`config.mk`:
```
export PLATFORM = sky130hd
export DESIGN_NAME = i2c_master_transfer_sequencer
export DESIGN_NICKNAME = d
export VERILOG_FILES = /design/src/rtl/i2cmts_pkg.sv /design/src/rtl/i2c_master_transfer_sequencer.sv /design/src/rtl/i2cmts_core.sv
export VERILOG_INCLUDE_DIRS = /design/src /design/src/rtl
export SDC_FILE = /design/constraint.sdc
export NUM_CORES = 1
export LEC_CHECK = 0
export ABC_AREA = 0
export ABC_CLOCK_PERIOD_IN_PS = 9900
export BUFFER_PORTS_ARGS = -buffer_cell sky130_fd_sc_hd__buf_4
export CAP_MARGIN = 20
export CORE_AREA = 3 3 93 95
export DETAILED_ROUTE_END_ITERATION = 10
export DIE_AREA = 0 0 96 98
export HOLD_SLACK_MARGIN = 0.03
export PLACE_DENSITY = 0.81
export SLEW_MARGIN = 40
export SYNTH_ARGS = -nofsm -noshare
export SYNTH_HDL_FRONTEND = slang
export SYNTH_HIERARCHICAL = 1
export SYNTH_SLANG_ARGS = --single-unit
export TNS_END_PERCENT = 10
```
`constraint.sdc`:
```
create_clock -name clk -period 9.9 [get_ports clk]
set_input_delay 0.495 -clock clk [delete_from_list [all_inputs] [get_ports clk]]
set_output_delay 0.495 -clock clk [all_outputs]
set_load 0.05 [all_outputs]
```
`src/rtl/i2c_master_transfer_sequencer_defines.svh`:
```
// ----------------------------------------------------------------------------
// i2c master transfer sequencer assertion macros
// shared check forms, clocked on clk and disabled while rst_n is low
// ----------------------------------------------------------------------------
`ifndef I2C_MASTER_TRANSFER_SEQUENCER_DEFINES_SVH
`define I2C_MASTER_TRANSFER_SEQUENCER_DEFINES_SVH

// same-cycle implication
`define I2CMTS_ASSERT_IMP(lbl, pre, post) \
    lbl: assert property (@(posedge clk) disable iff (!rst_n) (pre) |-> (post)) \
        else $error("i2c sequencer check failed");

// next-cycle implication
`define I2CMTS_ASSERT_NXT(lbl, pre, post) \
    lbl: assert property (@(posedge clk) disable iff (!rst_n) (pre) |=> (post)) \
        else $error("i2c sequencer check failed");

`endif

```
`src/rtl/i2cmts_pkg.sv`:
```
// ----------------------------------------------------------------------------
// i2cmts_pkg
// types, codes and helpers shared by the i2c master transfer sequencer
// ----------------------------------------------------------------------------
package i2cmts_pkg;

    // default transfer length limit
    localparam int MAX_TRANSFER_BYTES = 255;

    // request opcodes
    localparam logic OP_START = 1'b0;
    localparam logic OP_EVENT = 1'b1;

    // ack control codes
    localparam logic [1:0] ACK_NONE  = 2'd0;
    localparam logic [1:0] ACK_SET   = 2'd1;
    localparam logic [1:0] ACK_CLEAR = 2'd2;

    // interrupt control codes
    localparam logic [1:0] IRQ_NONE    = 2'd0;
    localparam logic [1:0] IRQ_ON      = 2'd1;
    localparam logic [1:0] IRQ_DISABLE = 2'd2;

    // reported state codes
    localparam logic [2:0] CODE_IDLE        = 3'd0;
    localparam logic [2:0] CODE_BEGIN       = 3'd1;
    localparam logic [2:0] CODE_START_SENT  = 3'd2;
    localparam logic [2:0] CODE_IN_PROGRESS = 3'd3;
    localparam logic [2:0] CODE_DATA_SENT   = 3'd4;
    localparam logic [2:0] CODE_ERROR       = 3'd5;

    // sequencer phase, one-hot
    typedef enum logic [5:0] {
        PH_IDLE        = 6'b000001,
        PH_BEGIN       = 6'b000010,
        PH_START_SENT  = 6'b000100,
        PH_IN_PROGRESS = 6'b001000,
        PH_DATA_SENT   = 6'b010000,
        PH_ERROR       = 6'b100000
    } phase_t;

    // one input request
    typedef struct packed {
        logic       opcode;
        logic [6:0] target_address;
        logic       direction;
        logic [7:0] byte_count;
        logic       flag_start_sent;
        logic       flag_address_done;
        logic       flag_tx_empty;
        logic       flag_rx_full;
        logic [7:0] received_byte;
        logic [7:0] next_tx_byte;
    } item_t;

    // one result
    typedef struct packed {
        logic       start_accepted;
        logic       data_write_valid;
        logic [7:0] data_write_value;
        logic       read_valid;
        logic [7:0] read_value;
        logic       request_start;
        logic       request_stop;
        logic [1:0] ack_action;
        logic [1:0] irq_action;
        logic [2:0] state_now;
    } result_t;

    // phase to reported code
    function automatic logic [2:0] phase_code(input phase_t ph);
        logic [2:0] code;
        case (ph)
            PH_IDLE:        code = CODE_IDLE;
            PH_BEGIN:       code = CODE_BEGIN;
            PH_START_SENT:  code = CODE_START_SENT;
            PH_IN_PROGRESS: code = CODE_IN_PROGRESS;
            PH_DATA_SENT:   code = CODE_DATA_SENT;
            default:        code = CODE_ERROR;
        endcase
        return code;
    endfunction

endpackage

```
`src/rtl/i2c_master_transfer_sequencer.sv`:
```
// ----------------------------------------------------------------------------
// i2c_master_transfer_sequencer
// event-driven sequencer of an i2c master: start requests and controller
// events in, data register, ack, start/stop and interrupt actions out
//
//   channel  handshake            payload
//   in       in_valid / in_stall  opcode .. next_tx_byte
//   out      out_valid/ out_stall start_accepted .. state_now
//
// one request per cycle while out_stall is low; each request leaves one result,
// registered twice (input register, then step logic into the result register)
// the transfer state updates as a request moves from input to result register
// a stalled output holds the result; the input register still takes one more
// request, after which in_stall follows out_stall
// reset is asynchronous and puts the sequencer in idle with no transfer set
// ----------------------------------------------------------------------------
module i2c_master_transfer_sequencer #(
    parameter int MAX_TRANSFER_BYTES = i2cmts_pkg::MAX_TRANSFER_BYTES
) (
    input  logic       clk,
    input  logic       rst_n,
    input  logic       in_valid,
    output logic       in_stall,
    input  logic       opcode,
    input  logic [6:0] target_address,
    input  logic       direction,
    input  logic [7:0] byte_count,
    input  logic       flag_start_sent,
    input  logic       flag_address_done,
    input  logic       flag_tx_empty,
    input  logic       flag_rx_full,
    input  logic [7:0] received_byte,
    input  logic [7:0] next_tx_byte,
    output logic       out_valid,
    input  logic       out_stall,
    output logic       start_accepted,
    output logic       data_write_valid,
    output logic [7:0] data_write_value,
    output logic       read_valid,
    output logic [7:0] read_value,
    output logic       request_start,
    output logic       request_stop,
    output logic [1:0] ack_action,
    output logic [1:0] irq_action,
    output logic [2:0] state_now
);

    logic                in_valid_reg, in_valid_next;
    i2cmts_pkg::item_t   item_reg;
    logic                res_valid_reg, res_valid_next;
    i2cmts_pkg::result_t res_reg;
    i2cmts_pkg::result_t step_result;
    logic                accept;
    logic                advance;

    // handshake
    assign advance  = in_valid_reg && (!res_valid_reg || !out_stall);
    assign in_stall = in_valid_reg && !advance;
    assign accept   = in_valid && !in_stall;

    always_comb
    begin
        if (accept)
            in_valid_next = 1'b1;
        else if (advance)
            in_valid_next = 1'b0;
        else
            in_valid_next = in_valid_reg;

        if (advance)
            res_valid_next = 1'b1;
        else if (!out_stall)
            res_valid_next = 1'b0;
        else
            res_valid_next = res_valid_reg;
    end

    // valid flags
    always_ff @(posedge clk or negedge rst_n)
    begin
        if (!rst_n)
        begin
            in_valid_reg  <= 1'b0;
            res_valid_reg <= 1'b0;
        end
        else
        begin
            in_valid_reg  <= in_valid_next;
            res_valid_reg <= res_valid_next;
        end
    end

    // input request register
    always_ff @(posedge clk)
    begin
        if (accept)
        begin
            item_reg.opcode            <= opcode;
            item_reg.target_address    <= target_address;
            item_reg.direction         <= direction;
            item_reg.byte_count        <= byte_count;
            item_reg.flag_start_sent   <= flag_start_sent;
            item_reg.flag_address_done <= flag_address_done;
            item_reg.flag_tx_empty     <= flag_tx_empty;
            item_reg.flag_rx_full      <= flag_rx_full;
            item_reg.received_byte     <= received_byte;
            item_reg.next_tx_byte      <= next_tx_byte;
        end
    end

    // sequencer state and step logic
    i2cmts_core #(
        .MAX_TRANSFER_BYTES (MAX_TRANSFER_BYTES)
    ) u_core (
        .clk     (clk),
        .rst_n   (rst_n),
        .step_en (advance),
        .item    (item_reg),
        .result  (step_result)
    );

    // result register
    always_ff @(posedge clk)
    begin
        if (advance)
            res_reg <= step_result;
    end

    assign out_valid        = res_valid_reg;
    assign start_accepted   = res_reg.start_accepted;
    assign data_write_valid = res_reg.data_write_valid;
    assign data_write_value = res_reg.data_write_value;
    assign read_valid       = res_reg.read_valid;
    assign read_value       = res_reg.read_value;
    assign request_start    = res_reg.request_start;
    assign request_stop     = res_reg.request_stop;
    assign ack_action       = res_reg.ack_action;
    assign irq_action       = res_reg.irq_action;
    assign state_now        = res_reg.state_now;

endmodule

```
`src/rtl/i2cmts_core.sv`:
```
// ----------------------------------------------------------------------------
// i2cmts_core
// transfer state and the single-pass step logic for one request
// ----------------------------------------------------------------------------
`include "i2c_master_transfer_sequencer_defines.svh"

module i2cmts_core #(
    parameter int MAX_TRANSFER_BYTES = i2cmts_pkg::MAX_TRANSFER_BYTES
) (
    input  logic                clk,
    input  logic                rst_n,
    input  logic                step_en,
    input  i2cmts_pkg::item_t   item,
    output i2cmts_pkg::result_t result
);

    localparam int CNT_W = $clog2(MAX_TRANSFER_BYTES + 1);
    localparam logic [CNT_W-1:0] CNT_MAX = CNT_W'(MAX_TRANSFER_BYTES);
    localparam logic [CNT_W-1:0] CNT_ONE = CNT_W'(1);

    i2cmts_pkg::phase_t phase_reg, phase_next;
    logic [6:0]         addr_reg, addr_next;
    logic               dir_reg, dir_next;
    logic [CNT_W-1:0]   total_reg, total_next;
    logic [CNT_W-1:0]   done_reg, done_next;

    logic [CNT_W-1:0]   remain;
    logic               data_phase;

    // state registers
    always_ff @(posedge clk or negedge rst_n)
    begin
        if (!rst_n)
        begin
            phase_reg <= i2cmts_pkg::PH_IDLE;
            addr_reg  <= '0;
            dir_reg   <= 1'b0;
            total_reg <= '0;
            done_reg  <= '0;
        end
        else if (step_en)
        begin
            phase_reg <= phase_next;
            addr_reg  <= addr_next;
            dir_reg   <= dir_next;
            total_reg <= total_next;
            done_reg  <= done_next;
        end
    end

    assign remain     = total_reg - done_reg;
    assign data_phase = (item.opcode == i2cmts_pkg::OP_EVENT)
                        && ((phase_reg == i2cmts_pkg::PH_START_SENT)
                            || (phase_reg == i2cmts_pkg::PH_IN_PROGRESS));

    // next state and result for the request at hand
    always_comb
    begin
        phase_next = phase_reg;
        addr_next  = addr_reg;
        dir_next   = dir_reg;
        total_next = total_reg;
        done_next  = done_reg;
        result     = '0;

        if (item.opcode == i2cmts_pkg::OP_START)
        begin
            // start is taken only while idle
            if (phase_reg == i2cmts_pkg::PH_IDLE)
            begin
                if (32'(item.byte_count) > 32'(MAX_TRANSFER_BYTES))
                    total_next = CNT_MAX;
                else
                    total_next = CNT_W'(item.byte_count);
                addr_next             = item.target_address;
                dir_next              = item.direction;
                done_next             = '0;
                phase_next            = i2cmts_pkg::PH_BEGIN;
                result.start_accepted = 1'b1;
                result.request_start  = 1'b1;
                result.irq_action     = i2cmts_pkg::IRQ_ON;
            end
        end
        else
        begin
            case (phase_reg)
                i2cmts_pkg::PH_BEGIN:
                begin
                    // send address byte once start is on the bus
                    if (item.flag_start_sent)
                    begin
                        if (dir_reg)
                            result.ack_action = i2cmts_pkg::ACK_SET;
                        result.data_write_valid = 1'b1;
                        result.data_write_value = {addr_reg, dir_reg};
                        phase_next              = i2cmts_pkg::PH_START_SENT;
                    end
                end
                i2cmts_pkg::PH_START_SENT:
                begin
                    if (item.flag_address_done)
                        phase_next = i2cmts_pkg::PH_IN_PROGRESS;
                end
                i2cmts_pkg::PH_IN_PROGRESS:
                begin
                    phase_next = phase_reg;
                end
                i2cmts_pkg::PH_DATA_SENT:
                begin
                    phase_next          = i2cmts_pkg::PH_IDLE;
                    result.request_stop = 1'b1;
                    result.irq_action   = i2cmts_pkg::IRQ_DISABLE;
                end
                default:
                begin
                    phase_next = i2cmts_pkg::PH_ERROR;
                end
            endcase

            // data byte step, start_sent falls through into it
            if (data_phase && (done_reg < total_reg))
            begin
                if (!dir_reg && item.flag_tx_empty)
                begin
                    result.data_write_valid = 1'b1;
                    result.data_write_value = item.next_tx_byte;
                    done_next               = done_reg + CNT_ONE;
                    if (remain == CNT_ONE)
                        phase_next = i2cmts_pkg::PH_DATA_SENT;
                end
                else if (dir_reg && item.flag_rx_full)
                begin
                    // last read byte: nack and stop
                    if (remain == CNT_ONE)
                    begin
                        result.ack_action   = i2cmts_pkg::ACK_CLEAR;
                        result.request_stop = 1'b1;
                        result.irq_action   = i2cmts_pkg::IRQ_DISABLE;
                        phase_next          = i2cmts_pkg::PH_IDLE;
                    end
                    result.read_valid = 1'b1;
                    result.read_value = item.received_byte;
                    done_next         = done_reg + CNT_ONE;
                end
            end
        end

        result.state_now = i2cmts_pkg::phase_code(phase_next);
    end

    // checks
    `I2CMTS_ASSERT_IMP(a_done_le_total, 1'b1, done_reg <= total_reg)
    `I2CMTS_ASSERT_NXT(a_start_to_begin, step_en && result.start_accepted,
        phase_reg == i2cmts_pkg::PH_BEGIN)
    `I2CMTS_ASSERT_NXT(a_read_stop_idle, step_en && result.read_valid && result.request_stop,
        phase_reg == i2cmts_pkg::PH_IDLE)
    `I2CMTS_ASSERT_NXT(a_error_sticky, phase_reg == i2cmts_pkg::PH_ERROR,
        phase_reg == i2cmts_pkg::PH_ERROR)

endmodule
```
## Word level (Yosys, flattened, before mapping)

Cells that the tools add are included.

- Add/subtract/negate cells: 2
- $lt $le $gt $ge: 1
- Eq/ne operators: 14
- Mux-type cells: 38
- Bitwise gates (word level): 3
- Reductions and logical operators: 20

Operators with widths:

| kind | count |
|---|---|
| $mux 6 | 9 |
| $mux 9 | 5 |
| $mux 8 | 5 |
| $pmux 6 s4 | 1 |
| $mux 5 | 4 |
| $mux 18 | 1 |
| $pmux 3 s5 | 1 |
| $eq 6x1->1 const B | 2 |
| $eq 6x2->1 const B | 2 |
| $eq 6x3->1 const B | 2 |
| $eq 6x4->1 const B | 2 |
| $eq 6x5->1 const B | 2 |
| $mux 1 | 10 |
| $add 8x1->8 const B | 1 |
| $eq 8x1->1 const B | 1 |
| $lt 8x8->1 | 1 |
| $sub 8x8->8 | 1 |
| $logic_and 1x1->1 | 7 |
| $logic_not 1->1 | 5 |
| $mux 2 | 2 |
| $ne 2x1->1 const B | 2 |
| $reduce_and 4->1 | 1 |
| $reduce_bool 2->1 | 2 |
| $reduce_or 4->1 | 1 |
| other kinds (5) | 8 |

- Flip-flop bits (word level): 96
- Logic and storage cells: 104

## Depth between registers and ports, before layout

Gate-level depths: netlist (run 1).

- Depth in word-level cells: 9
- Depth in mapped cells: 12
- Mapped depth without buffers: 11

## Modules after synthesis

The synthesis (run 1) kept the hierarchy.

Modules (own cells, without submodules):

| module | times used | cells each | area each (um^2) | seq. area each (um^2) |
|---|---|---|---|---|
| i2cmts_core | 1 | 235 | 2235.9 | 752.0 |
| i2c_master_transfer_sequencer | 1 | 73 | 2044.5 | 2001.9 |

## Worst setup path after synthesis (run 1)

OpenSTA, ideal clock, no wires.

- Kind: register to register
- From: register res_valid_reg, in the netlist out_valid
- To: register u_core.addr_reg[0]
- Setup time: 125 ps
- Arrival: 4008 ps
- Data required time: 9775 ps
- Slack: 5767 ps
- Cell stages (with the launch flop): 6
- Path buffers: 2
- Period minus slack after synthesis: 4133 ps
- Path through: dfrtp_1 -> a21boi_0 -> and2_1 -> clkbuf_1 -> buf_2 -> mux2_2

- Longest elaborated chain between the ends: 4

Ends and longest elaborated chain:

| what | RTL line | source |
|---|---|---|
| start, declared | i2c_master_transfer_sequencer.sv:50 | `logic res_valid_reg, res_valid_next;` |
| start signal, assigned | i2c_master_transfer_sequencer.sv:89 | `res_valid_reg <= res_valid_next;` |
| $logic_not 1->1 | i2c_master_transfer_sequencer.sv:57 | `assign advance = in_valid_reg && (!res_valid_reg \|\| !out_stall);` |
| $logic_or 1x1->1 | i2c_master_transfer_sequencer.sv:57 |  |
| $logic_and 1x1->1 | i2c_master_transfer_sequencer.sv:57 |  |
| named net advance | i2c_master_transfer_sequencer.sv:54 | `logic advance;` |
| $reduce_and 3->1 (no line) | -- |  |
| end signal, assigned | i2cmts_core.sv:44 | `addr_reg <= addr_next;` |
| end, declared | i2cmts_core.sv:22 | `logic [6:0] addr_reg, addr_next;` |

The timed path passes the listed nets, and every way through them passes these cells.
A chain may end at the register's enable or synchronous reset.

==> metrics.txt, run 1 <==
postcts setup bufs=0; Int Pwr=about 0.00058 W; Worst Setup EP=state_now[1]$_DFFE_PP_; max-cap viol count=0; Comb power frac=a little under an eighth; post-layout min period=approximately 3100 ps; global-route wire length before repair=13100 µm; CTS Buf Count=9; I/O pin cnt=between 70 and 80; Antenna Cells=0; syn_nets=~360; num rows=32; Pins Over Slew Limit=0; die width=96 µm; worst r2r dst=state_now[1]$_DFFE_PP_; RSZ-0062 raised after global routing=false; Post-Synth Simple-Gate Area=roughly an eighth; grt met2 use=between 20 and 30%; Bufs and invs on worst path=0; ys flop type=edfxtp_1; Detailed Route Iter0 Violations=142; Yosys reg bits=between 90 and 100; Worst Path Required=between 10000 and 15000 ps; sequential cell area fraction in the yosys report=between 60% and 70%; DP HPWL=~5600 µm; CTS Sinks=97; Sw Pwr=0.0002133 W; Sw Share=26.76%; crit path DAT=3260 ps; post-DR wirelength/cell=roughly 16 µm; ratio of cells with drive above 1 in the final layout=32.20%; CTS tree=yes; synthesized area=4280 µm²; Avg Inst Size Synth=between 10 and 15 µm²; Critical Path Source=u_core/done_reg[0]$_DFFE_PN0P_; Core Area=7807 µm²; largest net degree at the start of global routing=41; Top delay family on crit path=simple AND/OR/NAND/NOR gates; GR Util met3=under 10%; worst flop-to-flop path startpoint=u_core/done_reg[0]$_DFFE_PN0P_; cells after synthesis=between 300 and 400; Synth Area in XOR/XNOR=under 10%; hold buffers post-CTS=0; setup TNS=0 ps; max_slew headroom=49.97%; gr busiest metal=met2; Critical Path Stages=10; Port Buffers=70; pwr/cell area=between 150 and 200 nW/µm²; status=completed; Layout Area Growth over Synthesis=18.12%; Synth area leader=edfxtp_1; chip height=~98 µm; Clk pwr share=slightly below 30%; Min-Delay Path Class=in -> async; Critical Path Start Type=flip-flop; Clock Path Buffers=2; Routed WL=~8000 µm; Fin. Hold Viols=0; largest family of logic cells by synthesized area=simple AND/OR/NAND/NOR gates; Max Freq=around 320 MHz; GRT overflow=0; routed vias/inst=about 5.6; vias in the first global route=approximately 2800; Seq pwr share=roughly three fifths; H-tree depth=3; initial antenna violation count=0; R2R setup slack=roughly 6800 ps; clock skew=between 10 and 15 ps; reg2reg path depth=10; largest cells by area after synthesis=edfxtp_1 46%, dfrtp_1 18%, mux2_2 3.9%, ha_1 2.6%, and2_1 1.8%; area fraction in compound gates after synthesis=between 10 and 15%; endpoints failing setup=0; synth cell count leaders=65 x edfxtp_1, 31 x dfrtp_1, 19 x inv_1, 15 x mux2_2, 15 x nand2_1; area share of the largest cell type after synthesis=about 46%; Slowest-stage cell, CP=fa_1; flip-flop count of the largest register after layout=37; Cell Chain, Critical Path=ha_1 -> fa_1 -> xor2_1 -> nand3b_1 -> a311oi_1 -> o211ai_2 -> nor4_2 -> or2_1 -> and3b_1 -> and2_1; peak supply drop=between 0.00009 and 0.0001 V; Detail Route Antenna Nets=0; fin nets=roughly 430; DIE AREA=between 9000 and 10000 µm²; Slew @ Worst Pin=between 700 and 800 ps; CP endpoint kind=flip-flop; Global Route Usage Sum=18.08%; root buffer selected by CTS=clkbuf_8; PostCTS Resize Cnt=0; Synth Area in Adders=about 3.1%; Post-synth EDFFs=between 60 and 70; Ys Warns=6; vias=approximately 2700; Netlist cell types=63; post-synthesis mux area share=under 10%; Leak=~2.1 nW; WHS=roughly 62 ps; ys async rst share=32.99%; crit-path max cell delay=around 450 ps; met1 GRT Util=a little under a quarter; Residual DRC=0; Detailed Routing Iterations Pass 1=5; Clk pin slew, worst setup/hold paths=roughly 90 ps; Worst Path Max Fanout=6; Final Cycle Share=between 30% and 40%; initial core utilization=~55%; clk_lat worst skew=370 ps; GP Congestion=between 0.9 and 1; most frequent cell after synthesis=edfxtp_1; Setup Crit Path Kind=reg -> reg
[cells by family (layout without fill, tap and decap cells)]
logic type | after synthesis | in the layout
flops | 97 | 97
buf+inv | 32 | 106
mux | 17 | 17
fa+ha+maj | 10 | 10
simple gates | 85 | 85
xor+xnor | 10 | 10
compound gates | 57 | 57
[metrics by stage]
stage	util, %	total power [W]	instances	cell area (µm²)	setup WS, ps
2_1_floorplan	-	0.0005334	308	4280	5767
3_3_place_gp	62.44	0.0005675	468	4875	6891
3_5_place_dp	62.45	0.0005698	468	4876	6786
4_1_cts	64.74	0.0008037	484	5055	6749
5_1_grt	64.76	0.0008275	484	5056	6513
6_report	64.76	0.0007972	484	5056	6765
[how the worst min path moves through the flow]
stage | endpoint | slack, ps
after global placement | u_core/total_reg[1]$_DFFE_PN0P_ | 450
after CTS | u_core/addr_reg[1]$_DFFE_PN0P_ | 60
after global routing | u_core/addr_reg[1]$_DFFE_PN0P_ | 80
after floorplan | in_valid_reg$_DFFE_PN0P_ | 200
final | u_core/total_reg[2]$_DFFE_PN0P_ | 60
after detailed placement | u_core/total_reg[0]$_DFFE_PN0P_ | 450
[power groups by stage]
stage | logic [W] | registers, W | clock network, W
5_1_grt | 0.0000961 | 0.000473 | 0.000258
6_report | 0.0000897 | 0.000471 | 0.000236
4_1_cts | 0.0000901 | 0.000471 | 0.000242
2_1_floorplan | 0.0000360 | 0.000497 | 0
3_3_place_gp | 0.0000883 | 0.000479 | 0
3_5_place_dp | 0.0000901 | 0.000480 | 0
[cell type report]
class | instances | area, µm²
Timing Repair Buffer | 71 | 533.0
Multi-Input combinational cell | 179 | 1391
Clock buffer | 10 | 127.6
Clock inverter | 6 | 51.30
Tap cell | 102 | 127.6
Inverter | 19 | 71.32
Sequential cell | 97 | 2754
Fill cell | 563 | 2751
[cells in the final DEF, fill, tap and decap left out, types with 3 or more instances in the layout]
cell type | Yosys | layout
buf_4 | 3 | 71
edfxtp_1 | 65 | 65
dfrtp_1 | 31 | 31
inv_1 | 19 | 19
nand2_1 | 15 | 15
mux2_2 | 15 | 15
nor2_1 | 14 | 14
and2_1 | 12 | 10
a21oi_1 | 10 | 10
clkbuf_8 | 0 | 9
o21ai_0 | 9 | 9
ha_1 | 9 | 9
a22o_1 | 8 | 8
nand4_1 | 5 | 5
xor2_1 | 5 | 5
xnor2_1 | 5 | 5
nor3_1 | 4 | 4
or3_1 | 4 | 4
nand2b_1 | 3 | 3
nand3b_1 | 3 | 3
nor2b_1 | 3 | 3
a31oi_1 | 3 | 3
nor4_2 | 3 | 3
a21o_1 | 3 | 3
[worst register-to-register path, cell delays in order (launching register included)]
cell and delay, ps:
dfrtp_1 440, ha_1 240, fa_1 450, xor2_1 180, nand3b_1 100, a311oi_1 310, o211ai_2 180, nor4_2 360
or2_1 260, and3b_1 230, and2_1 170
[metal layers]
layer	part of all wire, %	wire length (µm)
met3	5.4	431
met4	1.8	144
met5	0	0
met2	50	4003
met1	42	3370
Note: power is estimated with default switching activity, not from simulation.
==> run 2: changes to the inputs <==
--- a/config.mk
+++ b/config.mk
@@ -7,7 +7,7 @@
 export NUM_CORES = 1
 export LEC_CHECK = 0
 export ABC_AREA = 0
-export ABC_CLOCK_PERIOD_IN_PS = 9900
+export ABC_CLOCK_PERIOD_IN_PS = 3180
 export BUFFER_PORTS_ARGS = -buffer_cell sky130_fd_sc_hd__buf_4
 export CAP_MARGIN = 20
 export CORE_AREA = 3 3 93 95
==> constraint.sdc (replaced) <==
create_clock -name clk -period 3.18 [get_ports clk]
set_input_delay 0.159 -clock clk [delete_from_list [all_inputs] [get_ports clk]]
set_output_delay 0.159 -clock clk [all_outputs]
set_load 0.05 [all_outputs]
==> run 2 against run 1 <==
Design area up 8.6%; non-clock buffer count grew 41; largest power group unchanged; clock power increased to 3.1 times the previous value.
==> metrics.txt, run 2 (synthesis results as in run 1) <==
Global Route Usage Sum=between 10% and 20%; Final Cycle Share=96.92%; Int Pwr=between 0.0015 and 0.002 W; max_slew headroom=about half; fin util=70.35%; Critical Path Start Type=flip-flop; Seq pwr share=between 50% and 60%; die width=approximately 96 µm; largest net degree at the start of global routing=38; Detailed Route Iter0 Violations=140; Cell Chain, Critical Path=ha_1 -> fa_1 -> xor2_1 -> nand3b_1 -> a311oi_2 -> o211ai_2 -> nor4_4 -> a2bb2oi_2 -> o2111ai_1 -> a2bb2oi_2; vias=around 2900; Sw Share=a little over a quarter; Sw Pwr=0.0006810 W; Clk pwr share=29.2%; flip-flop count of the largest register after layout=37; global-route wire length before repair=14170 µm; max-cap viol count=0; CTS Sinks=97; clk_lat worst skew=around 360 ps; CTS Buf Count=9; crit-path max cell delay=~450 ps; status=completed; Fin. Hold Viols=0; ratio of cells with drive above 1 in the final layout=about 30%; final worst setup slack=around 98 ps; dpl cell area=between 4000 and 5000 µm²; initial antenna violation count=0; Slowest-stage cell, CP=fa_1; Port Buffers=70; Min-Delay Path Class=in -> reg; fin nets=between 400 and 500; most frequent CP cell=a2bb2oi_2; CTS tree=yes; Slew @ Worst Pin=~750 ps; Placement Setup Slack=approximately 67 ps; root buffer selected by CTS=clkbuf_8; Detail Route Antenna Nets=0; setup TNS=0 ps; CP endpoint kind=flip-flop; GP Congestion=about 0.9; Max Freq=about 320 MHz; peak supply drop=between 0.0003 and 0.0004 V; post-layout min period=3082 ps; Core Area=~7800 µm²; Worst Path Max Fanout=5; Worst Path Required=between 3000 and 4000 ps; endpoints failing setup=0; postcts setup bufs=0; crit path DAT=roughly 3200 ps; Clk pin slew, worst setup/hold paths=100 ps; I/O pin cnt=a little over 70; Routed WL=around 8600 µm; Layout Area Growth over Synthesis=28.33%; routed vias/inst=roughly 5.5; Bufs and invs on worst path=0; Comb power frac=roughly an eighth; initial core utilization=approximately 55%; H-tree depth=3; Detailed Routing Iterations Pass 1=4; pwr/cell area=about 460 nW/µm²; Residual DRC=0; most frequent cells in the layout=73 x buf_4, 65 x edfxtp_1, 39 x dlygate4sd3_1, 31 x dfrtp_1, 19 x inv_1; most common cell after layout, fill and taps aside=buf_4; DP HPWL=around 5700 µm; Clock Path Buffers=2; Antenna Cells=0; Top delay family on crit path=compound AO/OA/AOI/OAI gates; Leak=approximately 2.3 nW; Final Instance Area=roughly 5500 µm²; chip height=98 µm; vias in the first global route=~3000; clock skew=about 8 ps; DIE AREA=between 9000 and 10000 µm²; post-DR wirelength/cell=~16 µm; GRT overflow=0; Setup Crit Path Kind=reg -> reg; Pins Over Slew Limit=0; num rows=32
run 2: final timing paths:
kind                                           startpoint                         endpoint  slack, ps  cells after the start
min in group asynchronous                           rst_n   u_core/done_reg[1]$_DFFE_PN0P_        280                      2
hold reg to reg                    item_reg[20]$_DFFE_PP_  u_core/total_reg[0]$_DFFE_PN0P_        460                      2
setup reg to reg           u_core/done_reg[0]$_DFFE_PN0P_           state_now[2]$_DFFE_PP_        100                     10
setup / recovery           u_core/done_reg[0]$_DFFE_PN0P_           state_now[2]$_DFFE_PP_        100                     10
max in group asynchronous                           rst_n  u_core/phase_reg[0]$_DFFE_PN1P_       2570                      2
hold / removal                                  out_stall            out_valid$_DFFE_PN0P_         70                      2
run 2: power by group through the flow:
stage / clock network [W] / registers, W / logic [W]
6_report: 0.000738 / 0.00147 / 0.000325
5_1_grt: 0.000815 / 0.00147 / 0.000350
4_1_cts: 0.000761 / 0.00146 / 0.000323
3_5_place_dp: 0 / 0.00149 / 0.000284
3_3_place_gp: 0 / 0.00149 / 0.000276
2_1_floorplan: 0 / 0.00155 / 0.000112
run 2: repair_timing:
action                     CTS  global route
hold endpoints to repair    69             0
setup endpoints to repair    0             3
gates resized for setup      0             5
hold buffers                39             0
run 2: metrics by stage:
step / hold slack (ps) / cells / total power, W
after global routing: 66.21 / 525 / 0.002639
final: 65.99 / 525 / 0.002529
after global placement: 126.0 / 470 / 0.001767
after detailed placement: 123.7 / 470 / 0.001777
after CTS: 59.10 / 525 / 0.002550
after floorplan: -136.6 / 308 / 0.001659
run 2: worst reg2reg max path: stages, from the launching register on:
cell	delay (ps)
dfrtp_1	430
ha_1	230
fa_1	450
xor2_1	180
nand3b_1	110
a311oi_2	270
o211ai_2	190
nor4_4	360
a2bb2oi_2	280
o2111ai_1	180
a2bb2oi_2	160
run 2: per-layer routing:
layer / up-vias / global-route usage [%] / part of all wire [%]
met3: 13 / 3.852 / 5.8
met2: 117 / 33.09 / 53
met1: 1385 / 24.62 / 40
met4: 0 / 6.783 / 1.4
li1: 1360 / - / -
met5: - / 0 / 0
run 2: area by class of cell:
cell class / instances / area [µm²]
Inverter: 19 / 71.32
Timing Repair Buffer: 112 / 938.4
Clock buffer: 10 / 127.6
Multi-Input combinational cell: 179 / 1420
Sequential cell: 97 / 2754
Clock inverter: 6 / 53.80
Tap cell: 102 / 127.6
Fill cell: 505 / 2315
